<file path="src/rtl/tvna_ram.sv">
// ----------------------------------------------------------------------------
// tvna_ram
// Single-port-write, single-port-read memory with registered read data.
// ----------------------------------------------------------------------------
`default_nettype none

module tvna_ram #(
	parameter int unsigned WIDTH = 8,
	parameter int unsigned DEPTH = 16
) (
	input  logic                     clk,
	input  logic                     wr_en,
	input  logic [$clog2(DEPTH)-1:0] wr_addr,
	input  logic [WIDTH-1:0]         wr_data,
	input  logic                     rd_en,
	input  logic [$clog2(DEPTH)-1:0] rd_addr,
	output logic [WIDTH-1:0]         rd_data
);

	logic [WIDTH-1:0] mem [DEPTH];

	always_ff @(posedge clk) begin
		if (wr_en) begin
			mem[wr_addr] <= wr_data;
		end
	end

	always_ff @(posedge clk) begin
		if (rd_en) begin
			rd_data <= mem[rd_addr];
		end
	end

endmodule

`default_nettype wire

</file>
<file path="config.mk">
export PLATFORM = sky130hd
export DESIGN_NAME = tvna_ram
export DESIGN_NICKNAME = d
export VERILOG_FILES = /design/src/rtl/tvna_ram.sv
export SDC_FILE = /design/constraint.sdc
export NUM_CORES = 1
export LEC_CHECK = 0
export BUFFER_PORTS_ARGS = -buffer_cell sky130_fd_sc_hd__buf_2
export CAP_MARGIN = 25
export CORE_UTILIZATION = 45
export DETAILED_ROUTE_END_ITERATION = 8
export GPL_TIMING_DRIVEN = 0
export HOLD_SLACK_MARGIN = 0.05
export SYNTH_ARGS = -nofsm -noshare
export SYNTH_HDL_FRONTEND = slang
export SYNTH_SLANG_ARGS = --single-unit
</file>
<file path="constraint.sdc">
create_clock -name clk -period 2.2 [get_ports clk]
set_input_delay 0.33 -clock clk [delete_from_list [all_inputs] [get_ports clk]]
set_output_delay 0.33 -clock clk [all_outputs]
set_load 0.01 [all_outputs]
</file>
==> results.md, run 1 <==
• **starting density of the core** 47.19%
• **adder-cell share of the synthesized area** 0%
• **Max transition margin** 45.41%
• **sum of net half-perimeters after detailed placement** 6.079 mm
• **startpoint of the worst register-to-register path** mem[6][0]
• **cells traversed along the worst timing path** buf_2, or3b_2, nor2_1
• **number of cells produced by synthesis** 229
• **Sw Ratio** 20.21%
• **unrepaired setup endpoints after global routing** false
• **Critical Path RT** 2.23 ns
• **worst hold path class** primary input to flip-flop
• **final RePlAce weighted congestion** 0.6743
• **Cell Pwr Density** 960.3 mW/mm2
• **clock root buffer** sky130_fd_sc_hd__clkbuf_16
• **depth of the worst register-to-register path** 3
• **Crit Path Class** primary input to flip-flop
• **Avg Vias per Cell** 5.595
• **number of core rows** 38
• **run status** finished, final reports clean
• **multiplexer area fraction after synthesis** 14.79%
• **number of cells traversed by the worst hold path** 1
• **ratio of final minimum period to clock period** 72.66%
• **vias in the first global route** 2,450
• **antenna violations before repair** 0
• **fraction of final layout cells with drive strength greater than 1** 29.66%
• **Post-Syn Nets** 248
• **placed cells** 398
• **Worst-Margin Slew** 0.8159 ns
• **crit path DAT** 1.63 ns
• **largest vdd supply drop** 0.0004646 V
• **per-cell routed wire length** 22.39 um
• **clock latency on the worst-skew pair** 0.41 ns
• **final net count** 296
• **leakage** 2.052 nW
• **DRC marker count from the first detailed-route iteration** 120
• **first-pass GRT wire length** 14.75 mm
• **Max stage delay cell, worst path** sky130_fd_sc_hd__nor2_1
• **Crit path largest cell delay** 0.65 ns
• **number of clock sinks** 136
• **x dimension of the die** 109.8 um
• **die height** 109.8 um
• **Clk network pwr share** 45.4%
• **DIE AREA** 0.01205 mm2
• **global-route total usage across every layer** 18.43%
• **internal power summed over all cells** 0.004685 W
• **buffer levels on the longest clock path** 2
• **CTS buffer count** 17
• **Endpoint, Worst Hold** rd_data[2]
• **fin. max-slew vios** 0
• **endpoint of the most critical register-to-register path** rd_data[0]
• **Design Area, Final** 0.006113 mm2
• **synthesized-area fraction occupied by and/or/nand/nor cells** 3.135%
• **number of setup buffers added after CTS** 0
• **Clock H-tree levels** 4
• **sequential share of the synthesized area** 78.12%
• **placed inst area** 0.005550 mm2
• **Antenna Cells** 0
• **DR vias** 2,406
• **Antenna Nets Post-Route** 0
• **count of unresolved DRC violations after routing** 0
• **Worst Hold Launch** rd_en
• **Psw** 0.001186 W
• **max-cap violation count** 0
• **layout overhead on the synthesized area** 16.95%
• **synth top area cells** sky130_fd_sc_hd__edfxtp_1 (78%), sky130_fd_sc_hd__mux4_2 (7.8%), sky130_fd_sc_hd__mux4_1 (7.0%)
• **largest family of logic cells by synthesized area** multiplexers
• **Sequential Power Share** 49.9%
• **Post-Layout Cell Count** 430
• **I/O pin count** 27
• **clock slew seen by the registers of the worst setup and hold paths** 0.06 ns
• **combinational share of power** 4.7%
• **register-to-register setup slack** 0.61 ns
• **total wire length after detailed routing** 9.626 mm
• **drt first pass iters** 4
• **critical path launch point type** primary input
• **xor and xnor fraction of the mapped netlist area** 0%
• **number of endpoints with negative hold slack in the final report** 0
• **maximum clock skew at final layout** 0.005681 ns
• **clock tree from TritonCTS** yes
• **pin count of the biggest net entering global routing** 17
• **top-area cell type share of the netlist area** 78.12%
• **total congestion overflow** 0
• **yosys warns** 0
• **Hold-fix buffers, CTS** 0
• **number of port buffers** 25
• **Worst Setup End Kind** flip-flop
• **number of setup violations in the final report** 0
• **distinct cell type count of the synthesized netlist** 18
• **top cell type by total area after synthesis** sky130_fd_sc_hd__edfxtp_1
• **min Tclk post-route** 1.598 ns
• **highest clock frequency the design can meet** 625.6 MHz
• **summed instance area of the synthesized netlist** 0.005228 mm2
• **complex-gate fraction of the synthesized area** 2.298%
• **number of cells upsized or downsized after cts** 0
• **flip-flop and latch count after synthesis** 136
• **Synth Area per Inst** 22.83 um2
• **Crit Path Max Fanout** 8
• **core area** 0.01108 mm2
• **sum of negative setup slack** 0 ns
## cells in the final DEF, fill, tap and decap left out
master	count
sky130_fd_sc_hd__nor2b_1	1
sky130_fd_sc_hd__nand2b_1	2
sky130_fd_sc_hd__and2_1	1
sky130_fd_sc_hd__nand3b_1	2
sky130_fd_sc_hd__clkinvlp_4	1
sky130_fd_sc_hd__nand2_1	9
sky130_fd_sc_hd__nand3_1	1
sky130_fd_sc_hd__and2b_1	1
sky130_fd_sc_hd__clkinv_4	4
sky130_fd_sc_hd__bufinv_16	2
sky130_fd_sc_hd__or3b_2	1
sky130_fd_sc_hd__edfxtp_1	136
sky130_fd_sc_hd__clkinv_2	4
sky130_fd_sc_hd__buf_2	31
sky130_fd_sc_hd__mux4_1	14
sky130_fd_sc_hd__a22oi_1	16
sky130_fd_sc_hd__buf_6	3
sky130_fd_sc_hd__nor3_1	4
sky130_fd_sc_hd__buf_4	2
sky130_fd_sc_hd__mux4_2	18
sky130_fd_sc_hd__clkbuf_16	17
sky130_fd_sc_hd__nor2_1	13
sky130_fd_sc_hd__clkinv_1	3
sky130_fd_sc_hd__clkbuf_1	1
sky130_fd_sc_hd__clkdlybuf4s25_2	3
## Yosys cell counts, drive strengths merged
master / number
a22oi: 16
and2: 1
and2b: 1
buf: 7
clkdlybuf4s25: 3
edfxtp: 136
mux4: 32
nand2: 9
nand2b: 2
nand3: 1
nand3b: 2
nor2: 13
nor2b: 1
nor3: 4
or3b: 1
## power by group through the flow
stage | Sequential [W] | Clock (W) | Combinational (W)
2_1_floorplan | 0.00299 | 0 | 0.000147
3_3_place_gp | 0.00298 | 0 | 0.000274
3_5_place_dp | 0.00299 | 0 | 0.000280
4_1_cts | 0.00293 | 0.00269 | 0.000282
5_1_grt | 0.00294 | 0.00279 | 0.000303
6_report | 0.00293 | 0.00266 | 0.000276
## critical path, delay by kind of cell
family	cells	cell delay [ns]
buffers and inverters	1	0.11
and+or+nand+nor	2	1.18
## cell type report
class	count	area, um2
Fill cell	840	4965
Sequential cell	136	4084
Multi-Input combinational cell	83	1057
Clock buffer	18	429.2
Tap cell	140	175.2
Timing Repair Buffer	29	147.6
Clock inverter	14	133.9
Buffer	10	86.33
## layer usage
layer	up-vias	wire [um]	track usage, %
met1	1242	4507	26.84
met5	-	0	0
met2	70	4578	27.28
met3	9	478	4.446
li1	1085	-	-
met4	0	62	6.571
## how the worst max path moves through the flow
stage | startpoint | end | slack (ns) | cells past startpoint
after global routing | wr_addr[2] | mem[2][6] | 0.48 | 3
after global placement | wr_addr[2] | mem[0][7] | -0.21 | 3
final | wr_addr[2] | mem[2][2] | 0.60 | 3
after floorplan | wr_addr[2] | mem[0][0] | 0.38 | 2
after detailed placement | wr_addr[2] | mem[2][1] | 0.14 | 3
after CTS | wr_addr[2] | mem[2][5] | 0.57 | 3
## cells by family after synthesis
group | after synthesis
AND/OR/NAND/NOR | 35
flip-flops | 136
buffers and inverters | 10
AO/OA/AOI/OAI | 16
multiplexers | 32
## state kept, by name, summed over array words and instances (netlist names)
signal and flops:
rd_data 8, mem 128
## per-stage QoR
step / worst slack, ns / hold slack [ns] / power (W) / util, %
CTS: 0.5657 / 0.2679 / 0.005908 / 55.18
finish: 0.6015 / 0.2750 / 0.005871 / 55.18
floorplan: 0.3771 / 0.4289 / 0.003138 / -
global route: 0.4795 / 0.2810 / 0.006029 / 55.18
global placement: -0.2059 / 0.6934 / 0.003257 / 49.90
detailed placement: 0.1409 / 0.6945 / 0.003266 / 50.10
No activity file was read; power rests on OpenSTA's default activity.
==> run 2, diff against run 1 <==
--- a/config.mk
+++ b/config.mk
@@ -5,6 +5,7 @@
 export SDC_FILE = /design/constraint.sdc
 export NUM_CORES = 1
 export LEC_CHECK = 0
+export ABC_AREA = 1
 export BUFFER_PORTS_ARGS = -buffer_cell sky130_fd_sc_hd__buf_2
 export CAP_MARGIN = 25
 export CORE_UTILIZATION = 45
==> constraint.sdc (replaced) <==
create_clock -name clk -period 1.6 [get_ports clk]
set_input_delay 0.24 -clock clk [delete_from_list [all_inputs] [get_ports clk]]
set_output_delay 0.24 -clock clk [all_outputs]
set_load 0.01 [all_outputs]
==> run 2 against run 1 <==
Against the previous run: synthesized area is 12% higher; setup slack got worse by 0.31 ns; via count rose by 60%; sequential share of layout area is 6.3 points lower; design area grew 10%; first-iteration DRC count rose by 140%; register-to-register slack worse by 0.16 ns; flip-flop and latch count unchanged; global-route usage increased by 5.2 points; largest cell class unchanged.
==> results.md, run 2 <==
• **die height** 116.0 um
• **min Tclk post-route** 1.304 ns
• **summed instance area of the synthesized netlist** 0.005847 mm2
• **vias in the first global route** 3,725
• **flip-flop and latch count after synthesis** 136
• **count of filler cells inserted in the layout** 1,131
• **x dimension of the die** 116.0 um
• **top-area cell type share of the netlist area** 69.85%
• **most frequent standard cell in the layout excluding fill and tap cells** sky130_fd_sc_hd__nand2_1
• **maximum clock skew at final layout** 0.003641 ns
• **Antenna Cells** 0
• **top cell type by total area after synthesis** sky130_fd_sc_hd__edfxtp_1
• **met2 track demand over resource in global routing** 36.11%
• **Post-synth EDFFs** 136
• **Sw Ratio** 21.28%
• **synth top area cells** sky130_fd_sc_hd__edfxtp_1 (70%), sky130_fd_sc_hd__nand2_1 (11%), sky130_fd_sc_hd__nand3_1 (8.3%)
• **global-route met1 utilization** 33.44%
• **Worst-Margin Slew** 0.9182 ns
• **number of cells produced by synthesis** 551
• **max FFs per register** 128
• **global-route total usage across every layer** 23.62%
• **combinational share of power** 6.3%
• **leakage** 2.901 nW
• **CTS buffer count** 17
• **sequential share of the synthesized area** 69.85%
• **Post-Syn Nets** 570
• **number of setup violations in the final report** 0
• **met3 routing resource usage after global routing** 4.969%
• **number of clock sinks** 136
• **number of buffer and inverter instances along the worst setup path** 1
• **layout overhead on the synthesized area** 15.36%
• **largest vdd supply drop** 0.0006189 V
• **internal power summed over all cells** 0.006567 W
• **Sequential cell area** 0.004084 mm2
• **crit path DAT** 1.35 ns
• **fin. max-slew vios** 0
• **Crit Path Max Fanout** 8
• **highest-utilization routing layer at the global route stage** met2
• **Synth Area per Inst** 10.61 um2
• **number of port buffers** 23
• **Psw** 0.001775 W
• **commonest cells in the synthesized netlist** sky130_fd_sc_hd__nand2_1 (173), sky130_fd_sc_hd__edfxtp_1 (136), sky130_fd_sc_hd__inv_1 (100)
• **number of setup buffers added after CTS** 0
• **placed inst area** 0.006177 mm2
• **Cell Pwr Density** 1237 mW/mm2
• **run status** finished, final reports clean
• **cells traversed along the worst timing path** buf_2, nand3b_1, nor2_1
• **Clk network pwr share** 45.3%
• **biggest regs** mem x128, rd_data x8
• **critical path launch point type** primary input
• **Antenna Nets Post-Route** 0
• **multiplexer area fraction after synthesis** 0%
• **top library cells by usage in the layout, fill and taps aside** sky130_fd_sc_hd__nand2_1 (173), sky130_fd_sc_hd__edfxtp_1 (136), sky130_fd_sc_hd__inv_1 (100)
• **count of unresolved DRC violations after routing** 0
• **adder-cell share of the synthesized area** 0%
• **total congestion overflow** 0
• **largest family of logic cells by synthesized area** simple AND/OR/NAND/NOR gates
• **drt first pass iters** 5
• **complex-gate fraction of the synthesized area** 0%
• **fraction of registers with async set/reset** 0%
• **Worst Setup End Kind** flip-flop
• **clock tree from TritonCTS** yes
• **xor and xnor fraction of the mapped netlist area** 0%
• **DR vias** 3,845
• **Max stage delay cell, worst path** sky130_fd_sc_hd__nor2_1
• **pin count of the biggest net entering global routing** 17
• **buffer levels on the longest clock path** 2
• **Reg with most FFs** mem
• **number of endpoints with negative hold slack in the final report** 0
• **Crit path largest cell delay** 0.73 ns
• **core area** 0.01262 mm2
• **yosys warns** 0
• **Max transition margin** 38.56%
• **final RePlAce weighted congestion** 0.8804
• **final net count** 612
• **highest clock frequency the design can meet** 766.7 MHz
• **Hold-fix buffers, CTS** 0
• **starting density of the core** 46.33%
• **Crit Path Class** primary input to flip-flop
• **clock latency on the worst-skew pair** 0.42 ns
• **commonest register cell after synthesis** sky130_fd_sc_hd__edfxtp_1
• **clock root buffer** sky130_fd_sc_hd__clkbuf_16
• **Avg Vias per Cell** 4.942
• **Sequential Power Share** 48.4%
• **first-pass GRT wire length** 21.85 mm
• **synthesized-area fraction occupied by and/or/nand/nor cells** 20.76%
• **I/O pin count** 27
• **Clock H-tree levels** 4
• **clock slew seen by the registers of the worst setup and hold paths** 0.05 ns
• **ratio of final minimum period to clock period** 81.52%
• **DRC marker count from the first detailed-route iteration** 292
• **Multi-input gate area** 0.001214 mm2
• **number of cells upsized or downsized after cts** 0
• **max-cap violation count** 0
• **worst hold path class** primary input to flip-flop
• **sum of net half-perimeters after detailed placement** 9.210 mm
• **top-count cell post-synth** sky130_fd_sc_hd__nand2_1
• **per-cell routed wire length** 18.19 um
• **total wire length after detailed routing** 14.15 mm
• **Critical Path RT** 1.65 ns
• **final standard cell utilization of the core** 53.45%
• **distinct cell type count of the synthesized netlist** 11
• **fraction of final layout cells with drive strength greater than 1** 11.88%
• **Worst path top cell family by delay** simple AND/OR/NAND/NOR gates
• **unrepaired setup endpoints after global routing** false
• **antenna violations before repair** 0
• **DIE AREA** 0.01345 mm2
• **number of core rows** 41
• **Design Area, Final** 0.006745 mm2
## run 2: changes by cell type after synthesis, moves of 14 or more
| cell | before | now |
|---|---|---|
| sky130_fd_sc_hd__nand2_1 | 9 | 173 |
| sky130_fd_sc_hd__inv_1 | 0 | 100 |
| sky130_fd_sc_hd__nand3_1 | 1 | 97 |
| sky130_fd_sc_hd__mux4_2 | 18 | 0 |
| sky130_fd_sc_hd__a22oi_1 | 16 | 0 |
| sky130_fd_sc_hd__mux4_1 | 14 | 0 |
## run 2: power groups by stage
stage / Clock [W] / Combinational, W / Sequential [W]
after floorplan: 0 / 0.000281 / 0.00411
after global placement: 0 / 0.000508 / 0.00410
after detailed placement: 0 / 0.000516 / 0.00411
after CTS: 0.00381 / 0.000521 / 0.00403
after global routing: 0.00394 / 0.000581 / 0.00404
final: 0.00378 / 0.000525 / 0.00403
## run 2: cell families after synthesis
family	count (synthesis)
buffers and inverters	126
and+or+nand+nor	289
DFF	136
## run 2: final timing paths
path / slack, ns / endpoint / cells past startpoint / from
max: 0.30 / mem[4][3] / 3 / wr_addr[3]
min: 0.15 / rd_data[4] / 1 / rd_en
max reg2reg: 0.45 / rd_data[0] / 6 / mem[6][0]
min reg2reg: 0.77 / rd_data[5] / 6 / mem[12][5]
## run 2: cell type report
class	instances	area share, %
Tap cell	172	3.190
Multi-Input combinational cell	289	17.99
Clock inverter	13	2.003
Inverter	102	5.676
Buffer	24	2.467
Timing Repair Buffer	23	1.707
Clock buffer	19	6.418
Sequential cell	136	60.55
## run 2: metal layers
| layer | wire length [um] | part of all wire [%] |
|---|---|---|
| met1 | 6431 | 45 |
| met2 | 6542 | 46 |
| met3 | 955 | 6.8 |
| met4 | 218 | 1.5 |
| met5 | 0 | 0 |
## run 2: stage by stage
step	std cells	setup WS, ns	TNS, ns	hold WS (ns)	total power, W
after floorplan	551	0.4092	0	0.3389	0.004396
after global placement	746	-0.1503	-4.088	0.5686	0.004612
after detailed placement	746	-0.1666	-5.509	0.5861	0.004624
after CTS	778	0.2802	0	0.1417	0.008364
after global routing	778	0.2287	0	0.1514	0.008561
final	778	0.2958	0	0.1460	0.008342
